### src/design/tchb_pkg.sv
// Shared types and constants for the tagged chain hash join build block.
// Used by the front, queue, back and top level modules; depends on nothing.
`timescale 1ns / 1ps

package tchb_pkg;

   // Field widths of the request and response transactions.
   localparam int ADDR_W     = 48;
   localparam int HASH_W     = 64;
   localparam int TAG_W      = 16;
   localparam int IDX_W      = 12;
   localparam int LOG2_W     = 4;

   // Largest table size exponent that the size register may select.
   localparam int LOG2_LIMIT = 12;

   // Reset value of the table size register.
   localparam logic [LOG2_W-1:0] LOG2_RESET = 4'd12;

   // Depth of the queue between the front and the back.
   localparam int QUEUE_DEPTH = 2;

   // Request kinds.
   typedef enum logic {
      KIND_INSERT = 1'b0,
      KIND_READ   = 1'b1
   } kind_type;

   // Part of a classified transaction that does not depend on the table size.
   typedef struct packed {
      kind_type          kind;
      logic [ADDR_W-1:0] addr;
      logic [TAG_W-1:0]  tag;
   } item_type;

   // Status that the back reports to the front.
   typedef struct packed {
      logic clearing;
   } back_status_type;

endpackage

### src/design/tchb_queue.sv
// Short queue that decouples the front from the back.
// Carries classified transactions and their bucket; depends on tchb_pkg.
`timescale 1ns / 1ps

module tchb_queue
   import tchb_pkg::*;
#(
   parameter int BUCKET_BITS = 12
) (
   input  logic                   clock,
   input  logic                   reset,
   input  logic                   push,
   input  item_type               push_item,
   input  logic [BUCKET_BITS-1:0] push_bucket,
   output logic                   full,
   input  logic                   pop,
   output item_type               pop_item,
   output logic [BUCKET_BITS-1:0] pop_bucket,
   output logic                   empty
);

   localparam int PtrW   = (QUEUE_DEPTH > 1) ? $clog2(QUEUE_DEPTH) : 1;
   localparam int CountW = $clog2(QUEUE_DEPTH + 1);

   item_type               item_ff   [QUEUE_DEPTH];
   logic [BUCKET_BITS-1:0] bucket_ff [QUEUE_DEPTH];
   logic [PtrW-1:0]        wr_ptr_ff;
   logic [PtrW-1:0]        rd_ptr_ff;
   logic [CountW-1:0]      count_ff;
   logic [PtrW-1:0]        wr_ptr_in;
   logic [PtrW-1:0]        rd_ptr_in;
   logic [CountW-1:0]      count_in;

   assign full       = (count_ff == CountW'(QUEUE_DEPTH));
   assign empty      = (count_ff == '0);
   assign pop_item   = item_ff[rd_ptr_ff];
   assign pop_bucket = bucket_ff[rd_ptr_ff];

   // Pointer wrap and occupancy update.
   always_comb begin
      wr_ptr_in = wr_ptr_ff;
      rd_ptr_in = rd_ptr_ff;
      count_in  = count_ff;
      if (push) begin
         wr_ptr_in = (wr_ptr_ff == PtrW'(QUEUE_DEPTH - 1)) ? '0 : wr_ptr_ff + 1'b1;
      end
      if (pop) begin
         rd_ptr_in = (rd_ptr_ff == PtrW'(QUEUE_DEPTH - 1)) ? '0 : rd_ptr_ff + 1'b1;
      end
      case ({push, pop})
         2'b10:   count_in = count_ff + 1'b1;
         2'b01:   count_in = count_ff - 1'b1;
         default: count_in = count_ff;
      endcase
   end

   always_ff @(posedge clock) begin
      if (reset) begin
         wr_ptr_ff <= '0;
         rd_ptr_ff <= '0;
         count_ff  <= '0;
      end else begin
         wr_ptr_ff <= wr_ptr_in;
         rd_ptr_ff <= rd_ptr_in;
         count_ff  <= count_in;
      end
   end

   // Payload storage needs no reset.
   always_ff @(posedge clock) begin
      if (push) begin
         item_ff[wr_ptr_ff]   <= push_item;
         bucket_ff[wr_ptr_ff] <= push_bucket;
      end
   end

endmodule

### config.mk
export PLATFORM = sky130hd
export DESIGN_NAME = tchb_queue
export DESIGN_NICKNAME = d
export VERILOG_FILES = /design/src/design/tchb_pkg.sv /design/src/design/tchb_queue.sv
export SDC_FILE = /design/constraint.sdc
export NUM_CORES = 1
export LEC_CHECK = 0
export BUFFER_PORTS_ARGS = -buffer_cell sky130_fd_sc_hd__buf_2
export CORE_ASPECT_RATIO = 1.25
export CORE_MARGIN = 2
export CORE_UTILIZATION = 58
export CTS_BUF_LIST = sky130_fd_sc_hd__clkbuf_4 sky130_fd_sc_hd__clkbuf_8
export CTS_CLUSTER_DIAMETER = 100
export DETAILED_ROUTE_END_ITERATION = 8
export HOLD_SLACK_MARGIN = 0.1
export PLACE_DENSITY_LB_ADDON = 0.08
export SYNTH_ARGS = -nofsm -noshare
export SYNTH_HDL_FRONTEND = slang
export SYNTH_SLANG_ARGS = --single-unit
### constraint.sdc
create_clock -name clock -period 9.7 [get_ports clock]
set_clock_uncertainty 0.2 [all_clocks]
set_input_delay 0 -clock clock [delete_from_list [all_inputs] [get_ports clock]]
set_output_delay 0 -clock clock [all_outputs]
set_load 0.005 [all_outputs]
==> results, run 1 <==
- The run stopped with a tool error.
- The halt point of the flow is clock tree synthesis (4_1_cts).
- The tool reported: "[ERROR RSZ-0060] Max buffer count reached".
- The number of instances in the synthesized netlist is 262.
- The TritonCTS buffer count is 17.
- The H-tree was split into 4 levels.
- Yosys printed 0 warnings.
- Of the post-synthesis cell area, the dominant cell type holds 0.802.
- Pin placement for this block handled 160 I/O pins.
- The effective utilization at floorplan is 0.597.
- In this run the clock root is driven by a clkbuf_8.
- The number of flip-flops and latches in the synthesized netlist is 159.
- The cell area that synthesis handed to floorplanning was 0.00577 mm2.
- The chip width is 93.2 um.
- The number of nets in the synthesized netlist is 344.
- The buffer levels on the longest clock path is 2.
- Summing all placed instances gives a cell area of 0.00667 mm2.
- The total clock sinks is 159.
- After clock tree synthesis, the flow added hold-fix buffers numbering 115.
- The number of distinct library cell variants in the gate-level netlist after synthesis is 15.
- The floorplan die height is 115 um.
- The final RePlAce weighted congestion is 0.707.
- The floorplan row count is 40.
- Sorting the synthesized cells by area gives the leading types as edfxtp_1 (80%), mux2_2 (15%), dfxtp_1 (1.7%).
- The number of buffers inserted by port buffering is 159.
- The sequential-to-total area share from yosys stat is 0.819.
- The detailed placement HPWL is 5850 um.
- The number of post-CTS setup repair buffers is 0.
- The leading area contributor after synthesis is edfxtp_1.
- The average cell area after synthesis is 22.0 um2.
- Post-CTS repair changed the size of 0 cells.
- Counting tap cells, the placed design contains a total of 539 instances.
[through the flow]
step	setup slack (ns)	hold slack [ns]
2_1_floorplan	5.44	-0.131
3_3_place_gp	7.80	-0.0126
3_5_place_dp	7.78	-0.00926
[cells by family after synthesis]
| kind of cell | after synthesis | share of synthesized area |
|---|---|---|
| XOR/XNOR | 4 | 0.00608 |
| buffers and inverters | 10 | 0.0128 |
| AND/OR/NAND/NOR | 9 | 0.00760 |
| flip-flops | 159 | 0.819 |
| adder cells (fa/ha/maj) | 1 | 0.00217 |
| multiplexers | 77 | 0.150 |
| AO/OA/AOI/OAI | 2 | 0.00173 |
[cell usage after synthesis]
| library cell | count |
|---|---|
| xor2_1 | 1 |
| o21ai_0 | 1 |
| or3_1 | 1 |
| and2b_2 | 1 |
| buf_2 | 5 |
| and2_1 | 1 |
| nor2_1 | 6 |
| a21oi_1 | 1 |
| dfxtp_1 | 5 |
| xnor2_1 | 3 |
| inv_1 | 1 |
| mux2_2 | 77 |
| ha_1 | 1 |
| edfxtp_1 | 154 |
| buf_6 | 4 |
==> inputs of run 2 (changes only) <==
==> config.mk (replaced) <==
export PLATFORM = sky130hd
export DESIGN_NAME = tchb_queue
export DESIGN_NICKNAME = d
export VERILOG_FILES = /design/src/design/tchb_pkg.sv /design/src/design/tchb_queue.sv
export SDC_FILE = /design/constraint.sdc
export NUM_CORES = 1
export LEC_CHECK = 0
export BUFFER_PORTS_ARGS = -buffer_cell sky130_fd_sc_hd__buf_2
export CORE_MARGIN = 2
export CORE_UTILIZATION = 40
export DETAILED_ROUTE_END_ITERATION = 8
export PLACE_DENSITY_LB_ADDON = 0.15
export SYNTH_ARGS = -nofsm -noshare
export SYNTH_HDL_FRONTEND = slang
export SYNTH_SLANG_ARGS = --single-unit
==> results, run 2 <==
- The tool flagged a number of max-cap violations equal to 0.
- The register bank with the most flops is item_ff.
- The number of buffers inserted by port buffering came to 159 (unchanged).
- The initial antenna violation count is 0.
- The number of instances in the synthesized netlist is 262 (unchanged).
- The cell family contributing the most delay on the critical path is simple AND/OR/NAND/NOR gates.
- The detailed placement HPWL is 6150 um (was 5850 um).
- The floorplan row count is 43 (was 40).
- The most instantiated flip-flop cell in the synthesis netlist was edfxtp_1 (unchanged).
- Data on the critical path is required at its endpoint by 9.55 ns.
- The slowest stage of the critical path belongs to the cell nor2_4.
- The number of buffers and inverters on the critical path is 1.
- The critical path is of the flip-flop to flip-flop type.
- The most used standard cell by instance count after synthesis was edfxtp_1 (unchanged).
- Setup repair after global routing left no endpoint under its margin.
- The headroom to the max-slew limit is 0.230.
- The worst path in the final design needs a cycle of 2.48 ns, including I/O delays and setup.
- The detail-routed net length per standard cell is 15.0 um.
- STA classifies the critical path startpoint as a flip-flop.
- STA classifies the critical path endpoint as a flip-flop.
- The TritonCTS clock tree is built.
- Dividing the final minimum period by the clock period gives 0.256.
- Detailed routing inserted a total of 3207 vias.
- The flip-flop count of the largest register after layout is 130.
- After clock tree synthesis, the clock-pin slew on the worst setup and hold paths is 0.06 ns.
- The reported leakage power is 3.07 nW.
- For this run, design rule violations remaining after detail routing come to 0.
- The final-report max-slew violation count is 0.
- Across every metal layer, demand over resource in global routing totals 0.140.
- Dividing the detail-routed via count by the number of cells gives 4.54.
- In this design, the stage delay of the slowest critical-path cell is 0.89 ns.
- The area of the die is 0.0154 mm2.
- The count of instances resized after the clock tree is built is 0 (unchanged).
- The number of DRC markers after the initial detailed-route iteration is 224.
- The final count of hold timing violations came to 0.
- The buffer levels on the longest clock path is 2 (unchanged).
- The largest net degree at the start of global routing is 78.
- The clock root buffer is clkbuf_16 (was clkbuf_8).
- For the worst setup path, the data arrival time is 2.33 ns.
- The average cell area after synthesis is 22.0 um2 (unchanged).
- The repair_antennas step left the layout with diodes totalling 0.
- The maximum clock frequency is 0.403 GHz.
- The number of setup violations in the final report is 0.
- In this run the worst path has a maximum fanout of 40.
- Clock latency on the worst-skew pair, taken at its later pin, is 0.41 ns.
- Status: finished clean (was stopped before the end).
- In the final timing run, aggregate negative setup slack is 0 ns.
- The sequential-to-total area share from yosys stat is 0.819 (unchanged).
- The top-area cell type share of the netlist area is 0.802 (unchanged).
- The min-delay analysis places its worst path in the category input pin to flip-flop.
- The number of flip-flops and latches in the synthesized netlist was 159 (unchanged).
- The largest registers in the layout are item_ff x130, bucket_ff x24, count_ff x2.
- The count of nets left with antenna violations after detail routing is 0.
- The worst hold slack across all endpoints is 0.102 ns.
- The top cell types in the final layout, fill and taps aside, are buf_2 (159), edfxtp_1 (154), dlygate4sd3_1 (83).
- The detailed-router iteration count before antenna repair is 4.
- The I/O pin total is 160 (unchanged).
- The worst IR drop on VDD is 0.107 mV.
- The proportion of register bits with asynchronous set or reset after synthesis is 0 (unchanged).
- Cell types occupying the most area after synthesis: edfxtp_1 (80%), mux2_2 (15%), dfxtp_1 (1.7%) (unchanged).
- The total clock sinks was 159 (unchanged).
- In this run the power density over the cells is 196 mW/mm2.
- The number of nets in the synthesized netlist is 344 (unchanged).
- The synthesis-to-layout area growth is 40.5%.
- The library cell used most frequently in the layout, excluding fill and tap cells, is buf_2.
- The signal on the critical path passes through nor2_4 -> buf_4.
- The number of global-route vias before repair was 3257.
- The count of synthesis-stage warnings from yosys is 0 (unchanged).
- The effective utilization at floorplan is 0.412 (was 0.597).
- The floorplan die height came to 124 um (was 115 um).
- Global routing finished with a remaining overflow of 0.
- The final RePlAce weighted congestion was 0.684 (was 0.707).
- The floorplan step defined a core boundary enclosing 0.0140 mm2.
- In the final layout, the share of cells above drive strength 1 is 0.504.
- The H-tree depth is 4 (unchanged).
- The TritonCTS buffer count is 17 (unchanged).
- The chip width is 124 um (was 93.2 um).
- The number of distinct library cell variants in the gate-level netlist after synthesis is 15 (unchanged).
- The number of flops mapped to enable cells by yosys is 154 (unchanged).
- The aggregate routed wire length is 10600 um.
- For the pin with the worst max-slew slack, the measured transition is 1.15 ns.
- The first global-routing pass estimated 15700 um of wire.
- The netlist area before placement was 0.00577 mm2 (unchanged).
- The net count of the finished layout is 597.
- Commonest cells post-synth: edfxtp_1 (154), mux2_2 (77), nor2_1 (6) (unchanged).
- The leading area contributor after synthesis is edfxtp_1 (unchanged).
[run 2: cell counts after synthesis]
No cell type changed its count.
[run 2: cell families (layout without fill, tap and decap cells)]
group / after synthesis / after routing / share of synthesized area
flip-flops: 159 / 159 / 0.819
adder cells (fa/ha/maj): 1 / 1 / 0.00217
AO/OA/AOI/OAI: 2 / 2 / 0.00173
AND/OR/NAND/NOR: 9 / 9 / 0.00760
buffers and inverters: 10 / 274 / 0.0128
multiplexers: 77 / 77 / 0.150
XOR/XNOR: 4 / 4 / 0.00608
[run 2: timing repair]
| item | 4_1_cts | 5_1_grt |
|---|---|---|
| hold buffers | 83 | 0 |
| buffers inserted | 0 | 0 |
| endpoints found under the hold margin | 159 | 0 |
[run 2: per-layer routing]
layer  wire length, um  vias up  global-route usage
met3               935       17              0.0600
met1              4330     1544               0.158
met4               174        0              0.0653
li1                  -     1537                   -
met2              5150      109               0.231
met5                 0        -                   0
[run 2: path summary, 6_finish.rpt]
path	startpoint	endpoint	slack, ns	cells after the start
setup / recovery	wr_ptr_ff$_SDFFE_PP0P_	item_ff[0][60]$_DFFE_PP_	7.22	2
hold / removal	push_item[27]	item_ff[1][27]$_DFFE_PP_	0.10	2
setup reg to reg	wr_ptr_ff$_SDFFE_PP0P_	item_ff[0][60]$_DFFE_PP_	7.22	2
hold reg to reg	count_ff[1]$_SDFFE_PP0P_	count_ff[1]$_SDFFE_PP0P_	0.32	2
[run 2: final cells by class]
cell class | instances | area, um2
fillers | 1140 | 5890
flip-flops and latches | 159 | 4730
repair buffers | 243 | 1630
multi-input cells | 93 | 978
clock buffers | 19 | 433
well taps | 180 | 225
clock inverters | 11 | 100
inverters | 1 | 3.75
[run 2: stage by stage]
stage          setup WS [ns]  cells  utilization  power (W)  instance area [um2]
2_1_floorplan           5.44    262            -   0.000907                 5770
3_3_place_gp            7.15    593        0.482   0.000972                 6740
3_5_place_dp            7.15    593        0.482   0.000975                 6740
4_1_cts                 7.14    706        0.579    0.00161                 8100
5_1_grt                 7.02    706        0.579    0.00166                 8100
6_report                7.22    706        0.579    0.00159                 8100
[run 2: power breakdown]
group	switching [W]	leakage, nW	total, W	internal, W
registers	0.0000217	1.49	0.000824	0.000802
clock network	0.000238	0.266	0.000607	0.000369
logic	0.0000643	1.31	0.000161	0.0000966
[run 2: worst register-to-register path, stage by stage (launching register included)]
cell     delay, ns
dfxtp_1       0.35
nor2_4        0.89
buf_4         0.63
No activity file was read; power rests on OpenSTA's default activity.
