### src/design/tchb_pkg.sv
// Shared types and constants for the tagged chain hash join build block.
// Used by the front, queue, back and top level modules; depends on nothing.
`timescale 1ns / 1ps

package tchb_pkg;

   // Field widths of the request and response transactions.
   localparam int ADDR_W     = 48;
   localparam int HASH_W     = 64;
   localparam int TAG_W      = 16;
   localparam int IDX_W      = 12;
   localparam int LOG2_W     = 4;

   // Largest table size exponent that the size register may select.
   localparam int LOG2_LIMIT = 12;

   // Reset value of the table size register.
   localparam logic [LOG2_W-1:0] LOG2_RESET = 4'd12;

   // Depth of the queue between the front and the back.
   localparam int QUEUE_DEPTH = 2;

   // Request kinds.
   typedef enum logic {
      KIND_INSERT = 1'b0,
      KIND_READ   = 1'b1
   } kind_type;

   // Part of a classified transaction that does not depend on the table size.
   typedef struct packed {
      kind_type          kind;
      logic [ADDR_W-1:0] addr;
      logic [TAG_W-1:0]  tag;
   } item_type;

   // Status that the back reports to the front.
   typedef struct packed {
      logic clearing;
   } back_status_type;

endpackage

### src/design/tchb_front.sv
// Front end: accepts request transactions, holds the table size register and
// computes the bucket of each transaction. Depends on tchb_pkg.
`timescale 1ns / 1ps

module tchb_front
   import tchb_pkg::*;
#(
   parameter int BUCKET_BITS = 12
) (
   input  logic                   clock,
   input  logic                   reset,
   input  logic                   req_valid,
   output logic                   req_stall,
   input  logic                   req_kind,
   input  logic [ADDR_W-1:0]      req_entry_address,
   input  logic [HASH_W-1:0]      req_hash,
   input  logic [IDX_W-1:0]       req_bucket_index,
   input  logic                   csr_valid,
   output logic                   csr_ready,
   input  logic [LOG2_W-1:0]      csr_data,
   input  back_status_type        status,
   input  logic                   q_full,
   output logic                   q_push,
   output item_type               q_item,
   output logic [BUCKET_BITS-1:0] q_bucket
);

   // Size exponent ceiling and width that holds both index forms.
   localparam int LgLimit = (BUCKET_BITS < LOG2_LIMIT) ? BUCKET_BITS : LOG2_LIMIT;
   localparam int WideW   = (BUCKET_BITS > IDX_W) ? BUCKET_BITS : IDX_W;

   logic [LOG2_W-1:0]      table_log2_ff;
   logic [LOG2_W-1:0]      log2_used;
   logic [BUCKET_BITS-1:0] used_mask;
   logic [WideW-1:0]       read_idx_wide;

   // Takes every write; user must make writes only while idle (unenforced).
   assign csr_ready = 1'b1;

   always_ff @(posedge clock) begin
      if (reset) begin
         table_log2_ff <= LOG2_RESET;
      end else if (csr_valid && csr_ready) begin
         table_log2_ff <= csr_data;
      end
   end

   // Saturate the size exponent and build the bucket mask.
   assign log2_used = (table_log2_ff > LOG2_W'(LgLimit)) ? LOG2_W'(LgLimit) : table_log2_ff;
   assign used_mask = ~({BUCKET_BITS{1'b1}} << log2_used);

   // Reads are masked to the physical table only.
   assign read_idx_wide = WideW'(req_bucket_index);

   // No transaction is taken while the table is being cleared.
   assign req_stall = q_full || status.clearing;
   assign q_push    = req_valid && !req_stall;

   // Classify the transaction and pick its bucket.
   always_comb begin
      q_item.kind = kind_type'(req_kind);
      q_item.addr = req_entry_address;
      q_item.tag  = req_hash[HASH_W-1 -: TAG_W];
      case (kind_type'(req_kind))
         KIND_INSERT: q_bucket = req_hash[BUCKET_BITS-1:0] & used_mask;
         KIND_READ:   q_bucket = read_idx_wide[BUCKET_BITS-1:0];
         default:     q_bucket = read_idx_wide[BUCKET_BITS-1:0];
      endcase
   end

endmodule

### config.mk
export PLATFORM = sky130hd
export DESIGN_NAME = tchb_front
export DESIGN_NICKNAME = d
export VERILOG_FILES = /design/src/design/tchb_pkg.sv /design/src/design/tchb_front.sv
export SDC_FILE = /design/constraint.sdc
export NUM_CORES = 1
export LEC_CHECK = 0
export CAP_MARGIN = 30
export CORE_AREA = 2 2 84 86
export CTS_CLUSTER_SIZE = 25
export DETAILED_ROUTE_END_ITERATION = 7
export DIE_AREA = 0 0 86 88
export DONT_BUFFER_PORTS = 1
export PLACE_DENSITY = 0.32
export SKIP_CTS_REPAIR_TIMING = 1
export SLEW_MARGIN = 0
export SYNTH_ARGS = -nofsm -noshare
export SYNTH_HDL_FRONTEND = slang
export SYNTH_SLANG_ARGS = --single-unit
### constraint.sdc
create_clock -name clock -period 1.3 [get_ports clock]
set_input_delay 0.065 -clock clock [delete_from_list [all_inputs] [get_ports clock]]
set_output_delay 0.065 -clock clock [all_outputs]
set_load 0.03 [all_outputs]
==> results of run 1 <==
metal layers:
layer,part of all wire [%],track usage (%),vias up,wire length (µm)
met5,0,0,-,0
met4,6.2,5.051,0,131
met3,13,2.451,18,283
met2,50,8.457,55,1062
met1,30,4.423,255,632
li1,-,-,253,-
path summary, 6_finish.rpt:
check                   start          endpoint  slack [ns]  cells after the start
min               csr_data[0]  table_log2_ff[0]        0.02                      2
min reg2reg  table_log2_ff[1]  table_log2_ff[1]        0.54                      2
max          table_log2_ff[1]       q_bucket[8]       -0.08                      3
max reg2reg  table_log2_ff[3]  table_log2_ff[3]        0.32                      3
power by group:
group          switching [W]  internal (W)  total [W]
Combinational       0.000138      0.000119   0.000257
Clock              0.0000599      0.000197   0.000257
Sequential         0.0000172      0.000132   0.000149
Total               0.000215      0.000448   0.000663
cells in the final DEF (no fill, tap or decap), types with 3 or more instances in the layout:
| cell type | Yosys | layout |
|---|---|---|
| buf_4 | 66 | 18 |
| o21ai_1 | 0 | 8 |
| nand2_1 | 7 | 7 |
| nor2_1 | 4 | 4 |
| mux2i_1 | 4 | 4 |
| dlygate4sd3_1 | 0 | 4 |
| clkbuf_8 | 0 | 3 |
| buf_6 | 1 | 3 |
cell families after synthesis:
| logic type | Yosys count |
|---|---|
| flip-flops | 4 |
| other | 1 |
| buffers and inverters | 72 |
| AND/OR/NAND/NOR | 20 |
| AO/OA/AOI/OAI | 22 |
| multiplexers | 4 |
per-stage QoR:
stage               worst slack, ns  power [W]
global placement            0.05032  0.0003770
CTS                         -0.1782  0.0006376
global route                -0.1147  0.0007067
finish                     -0.08217  0.0006629
floorplan                    0.1480  0.0006778
detailed placement          0.05683  0.0003762
final cells by class:
cell class / instances / share of cell area [%]
Timing Repair Buffer: 25 / 27.20
Inverter: 1 / 0.4886
Multi-Input combinational cell: 47 / 42.18
Tap cell: 80 / 13.03
Clock buffer: 3 / 5.375
Sequential cell: 4 / 11.73
worst max-delay path: cells and delay by family, from the launching register on:
kind / cells / cell delay [ns]
compound gates: 1 / 0.25
simple gates: 1 / 0.38
flops: 1 / 0.34
buf+inv: 1 / 0.13
==> impl_metrics.csv, run 1 <==
group,metric,value,unit
final_layout,final_core_util,11.56,%
synth,synth-edff-count,0,
global_route,grt_pass1_wl,2.822,mm
drt,routedWlPerCell,13.19,µm
timing,rsz0062_at_grt,"yes",
synth,synth-main-ff-cell,"dfxtp_1",
synth,postSynthNetCount,258,
final_layout,layout-drive-gt1-share,46.25,%
synth,synth_seq_area_share,8.939,%
drt,drtAntennaViolNets,0,
synth,synth_fa_ha_area_share,0,%
power_and_ir_drop,peakVddDrop,0.8781,mV
floorplan,coreArea,6644,µm²
placed_design,port_buffers,0,
setup_path,cpPeakStageDelay,0.38,ns
setup_path,worstPathCellList,"or3_4 > a32o_2 > buf_6",
floorplan,rows,30,
placed_design,hpwl,1.674,mm
drt,first_pass_iters,3,
synth,synth_common_cells,"buf_4 (66), o21ai_0 (9), nand2_1 (7)",
synth,synth-seq-cells,4,
drt,drc,0,
synth,synth_top_area_cell,"buf_4",
synth,synth_area_per_cell,7.283,µm²
outcome,status,"finished with violations",
floorplan,die_y,88,µm
timing,setup-tns-final,-0.1201,ns
timing,slew_viol_final,0,
timing,post-route-min-period,1.382,ns
clock_tree,clk_path_buf_depth,2,
floorplan,ioPinCount,215,
timing,finClkSkew,0,ns
synth,syn-instance-count,123,
drt,num_vias,581,
drt,vias_per_cell,3.631,
setup_path,criticalPathCategory,"reg -> out",
synth,synth_top_cell_area_share,55.31,%
synth,yosysMostFrequentCell,"buf_4",
synth,yosys-top-cells-area,"buf_4 (55%), dfxtp_1 (8.9%), o21ai_0 (5.0%)",
global_route,grt_overflow_total,0,
synth,syn_area,895.9,µm²
final_layout,multi_input_area,324.1,µm²
placed_design,gp_congestion,0.5562,
final_layout,fin_cells,160,
timing,max_freq,723.5,MHz
floorplan,dieArea,7568,µm²
clock_tree,clk_latency,0.21,ns
synth,async_reset_ff_share,0,%
floorplan,start_util,13.48,%
drt,drt_iter0_drc,6,
final_layout,regMostFlops,"table_log2_ff",
global_route,grtUsageTotal,5.085,%
timing,setup_slack,-0.08217,ns
synth,synthSimpleGateAreaFrac,10.61,%
final_layout,antenna_cells,0,
placed_design,dp.cells,152,
clock_tree,cts_root_buffer,"clkbuf_8",
setup_path,cp_slowest_cell,"or3_4",
synth,yosysWarnings,0,
clock_tree,cts_num_sinks,4,
setup_path,critPathRequiredTime,1.24,ns
synth,synth_cell_types,24,
timing,hold_violations,0,
timing,whs,0.01851,ns
timing,fin_crit_sh,106.3,%
clock_tree,cts_made_buffers,3,
floorplan,die_w,86,µm
clock_tree,cts_tree,"built",
global_route,antenna_found_initial,0,
final_layout,largest_register_ffs,4,
global_route,grt_max_degree,23,
synth,synth_compound_area_share,16.34,%
outcome,violations,"negative setup slack",
final_layout,post-route-cell-area,768.2,µm²
final_layout,area_delta_synth_final,-14.25,%
setup_path,cp-start-kind,"register",
power_and_ir_drop,p_per_area,862.8,nW/µm²
clock_tree,clk_pin_slew,0.03,ns
final_layout,final-seq-area,90.09,µm²
placed_design,dpl-instance-area,619.3,µm²
setup_path,endpoint_kind,"output pin",
synth,synth_top_family_by_area,"buffers and inverters",
setup_path,crit_arrival,1.32,ns
clock_tree,htreeDepth,1,
synth,synth.area.mux_share,4.469,%
drt,wirelength,2.110,mm
hold_path,min_path_type,"in -> reg",
timing,setup_viol,3,
synth,synth-xor-area-share,0,%
final_layout,reg.largest.list,"table_log2_ff x4",
final_layout,final_nets,217,
power_and_ir_drop,p_leak,0.3081,nW
global_route,grt_pass1_vias,570,
final_layout,nFillCells,769,
job,maxCapViolations,0,
setup_path,crit_fanout,4,
Power figures use the tool's default switching activity.
==> run 2: changes to the inputs <==
--- a/config.mk
+++ b/config.mk
@@ -5,14 +5,16 @@
 export SDC_FILE = /design/constraint.sdc
 export NUM_CORES = 1
 export LEC_CHECK = 0
+export ABC_AREA = 1
 export CAP_MARGIN = 30
 export CORE_AREA = 2 2 84 86
 export CTS_CLUSTER_SIZE = 25
 export DETAILED_ROUTE_END_ITERATION = 7
 export DIE_AREA = 0 0 86 88
 export DONT_BUFFER_PORTS = 1
-export PLACE_DENSITY = 0.32
+export PLACE_DENSITY = 0.33
 export SKIP_CTS_REPAIR_TIMING = 1
+export SKIP_LAST_GASP = 1
 export SLEW_MARGIN = 0
 export SYNTH_ARGS = -nofsm -noshare
 export SYNTH_HDL_FRONTEND = slang
==> impl_metrics.csv, run 2 <==
group,metric,value,unit
global_route,grt_pass1_vias,572,
power_and_ir_drop,power,0.0005986,W
synth,synth_top_area_cell,"buf_4",
drt,wirelength,2.172,mm
global_route,grt_max_degree,20,
timing,whs,-0.009575,ns
synth,synth_compound_area_share,4.216,%
setup_path,rrSetupSlack,0.06,ns
floorplan,coreArea,6644,µm²
floorplan,start_util,14.29,%
timing,slew_viol_final,0,
timing,post-route-min-period,1.237,ns
outcome,violations,"negative hold slack",
final_layout,area_delta_synth_final,-31.49,%
clock_tree,cts_num_sinks,4,
global_route,antenna_found_initial,0,
power_and_ir_drop,p_switching,0.0002136,W
placed_design,port_buffers,0,
setup_path,r2r_start,"table_log2_ff[2]",
clock_tree,cts_made_buffers,3,
final_layout,multi_input_area,312.8,µm²
power_and_ir_drop,pwr-share-comb,33.1,%
synth,syn-instance-count,157,
clock_tree,htreeDepth,1,
clock_tree,cts_tree,"built",
timing,max_freq,808.3,MHz
job,maxCapViolations,0,
power_and_ir_drop,p_clk_share,42.9,%
floorplan,ioPinCount,215,
final_layout,final-seq-area,80.08,µm²
final_layout,regMostFlops,"table_log2_ff",
placed_design,hpwl,1.834,mm
drt,vias_per_cell,3.408,
timing,setup-tns-final,0,ns
global_route,grt_pass1_wl,2.925,mm
synth,yosysWarnings,0,
hold_path,min_path_type,"in -> reg",
power_and_ir_drop,netSwitchingFraction,35.68,%
floorplan,die_y,88,µm
drt,first_pass_iters,3,
final_layout,layout_commonest_cell,"nand2_1",
clock_tree,clk_latency,0.22,ns
final_layout,final_cell_mix,"nand2_1 (36), nor2_1 (14), inv_1 (11), nand2_2 (7), o21ai_0 (6)",
drt,drc,0,
final_layout,antenna_cells,0,
setup_path,critPathRequiredTime,1.45,ns
drt,routedWlPerCell,12.13,µm
synth,synth_fa_ha_area_share,0,%
synth,synth-xor-area-share,0,%
power_and_ir_drop,p_per_area,920.1,nW/µm²
final_layout,reg.largest.list,"table_log2_ff x4",
timing,setup_viol,0,
setup_path,crit_fanout,5,
synth,yosys-top-cells-area,"buf_4 (52%), nand2_1 (17%), dfxtp_1 (8.4%)",
clock_tree,clk_pin_slew,0.03,ns
synth,postSynthNetCount,292,
timing,finClkSkew,0,ns
setup_path,endpoint_kind,"register",
final_layout,final_nets,236,
power_and_ir_drop,p_seq_share,24.0,%
synth,synth.area.mux_share,0,%
synth,synth_common_cells,"buf_4 (66), nand2_1 (42), nor2_1 (14)",
synth,synthSimpleGateAreaFrac,26.75,%
synth,synth_top_family_by_area,"buffers and inverters",
timing,rsz0062_at_grt,"yes",
setup_path,criticalPathCategory,"reg -> reg",
placed_design,gp_congestion,0.6350,
synth,syn_area,949.7,µm²
synth,synth_area_per_cell,6.049,µm²
clock_tree,cts_root_buffer,"clkbuf_8",
synth,async_reset_ff_share,0,%
final_layout,largest_register_ffs,4,
power_and_ir_drop,p_leak,0.3144,nW
final_layout,layout-drive-gt1-share,17.17,%
power_and_ir_drop,p_int,0.0003850,W
outcome,status,"finished with violations",
drt,drtAntennaViolNets,0,
setup_path,ff2ff_path_depth,3,
setup_path,crit_arrival,1.39,ns
timing,hold_violations,2,
setup_path,crit_path_start,"table_log2_ff[2]",
synth,synth_cell_types,15,
drt,num_vias,610,
global_route,grtUsageTotal,5.473,%
floorplan,die_w,86,µm
final_layout,nFillCells,776,
hold_path,whs_path_depth,2,
synth,synth_seq_area_share,8.432,%
global_route,grt_overflow_total,0,
clock_tree,clk_path_buf_depth,2,
synth,synth-edff-count,0,
synth,synth-seq-cells,4,
synth,yosysMostFrequentCell,"buf_4",
drt,drt_iter0_drc,21,
timing,fin_crit_sh,95.16,%
floorplan,rows,30,
synth,synth_top_cell_area_share,52.17,%
setup_path,cp-start-kind,"register",
power_and_ir_drop,peakVddDrop,0.2030,mV
hold_path,hold_start,"csr_data[0]",
synth,synth-main-ff-cell,"dfxtp_1",
floorplan,dieArea,7568,µm²
## run 2: cell count changes after synthesis, moves of 3 or more
cell,change
nor2b_1,-3
inv_1,+10
mux2i_1,-4
o21ai_0,-3
nand2_1,+35
nor2_1,+10
buf_2,-4
## run 2: cell type report
| class | instances | share of cell area [%] |
|---|---|---|
| multi-input combinational | 72 | 48.08 |
| tap | 80 | 15.38 |
| timing repair buffer | 7 | 9.615 |
| inverter | 13 | 8.269 |
| sequential | 4 | 12.31 |
| clock buffer | 3 | 6.346 |
## run 2: metrics by stage
stage | cell area (µm²) | worst slack [ns] | cells | utilization [%]
3_3_place_gp | 554.3 | 0.2481 | 172 | 8.343
5_1_grt | 650.6 | -0.05054 | 179 | 9.793
6_report | 650.6 | 0.06288 | 179 | 9.793
3_5_place_dp | 554.3 | 0.2453 | 172 | 8.343
4_1_cts | 595.6 | 0.02254 | 175 | 8.964
2_1_floorplan | 949.7 | 0.08810 | 157 | -
## run 2: cells by family after synthesis
| logic type | Yosys count |
|---|---|
| buffers and inverters | 81 |
| and+or+nand+nor | 63 |
| DFF | 4 |
| AOI/OAI and AO/OA | 8 |
| other | 1 |
## run 2: path summary, 6_finish.rpt
check	end
hold / removal	table_log2_ff[0]
setup / recovery	table_log2_ff[2]
setup reg to reg	table_log2_ff[2]
hold reg to reg	table_log2_ff[0]
## run 2: worst max-delay path, stage by stage (launching register included)
cell,delay (ns)
dfxtp_1,0.38
inv_1,0.09
o21ai_0,0.15
dlygate4sd3_1,0.56
## run 2: power by group through the flow
stage	combinational [W]	clock [W]	sequential, W
5_1_grt	0.000221	0.000268	0.000146
3_5_place_dp	0.000186	0	0.000146
6_report	0.000198	0.000257	0.000144
2_1_floorplan	0.000542	0	0.000142
3_3_place_gp	0.000185	0	0.000146
4_1_cts	0.000186	0.000264	0.000144
## run 2: routing by layer
layer  vias up  global-route usage, %  share of wire (%)
met5         -                      0                  0
met4         0                  6.494                7.1
met2        37                  9.584                 48
met3        28                  1.414                 11
met1       258                  4.695                 33
li1        287                      -                  -
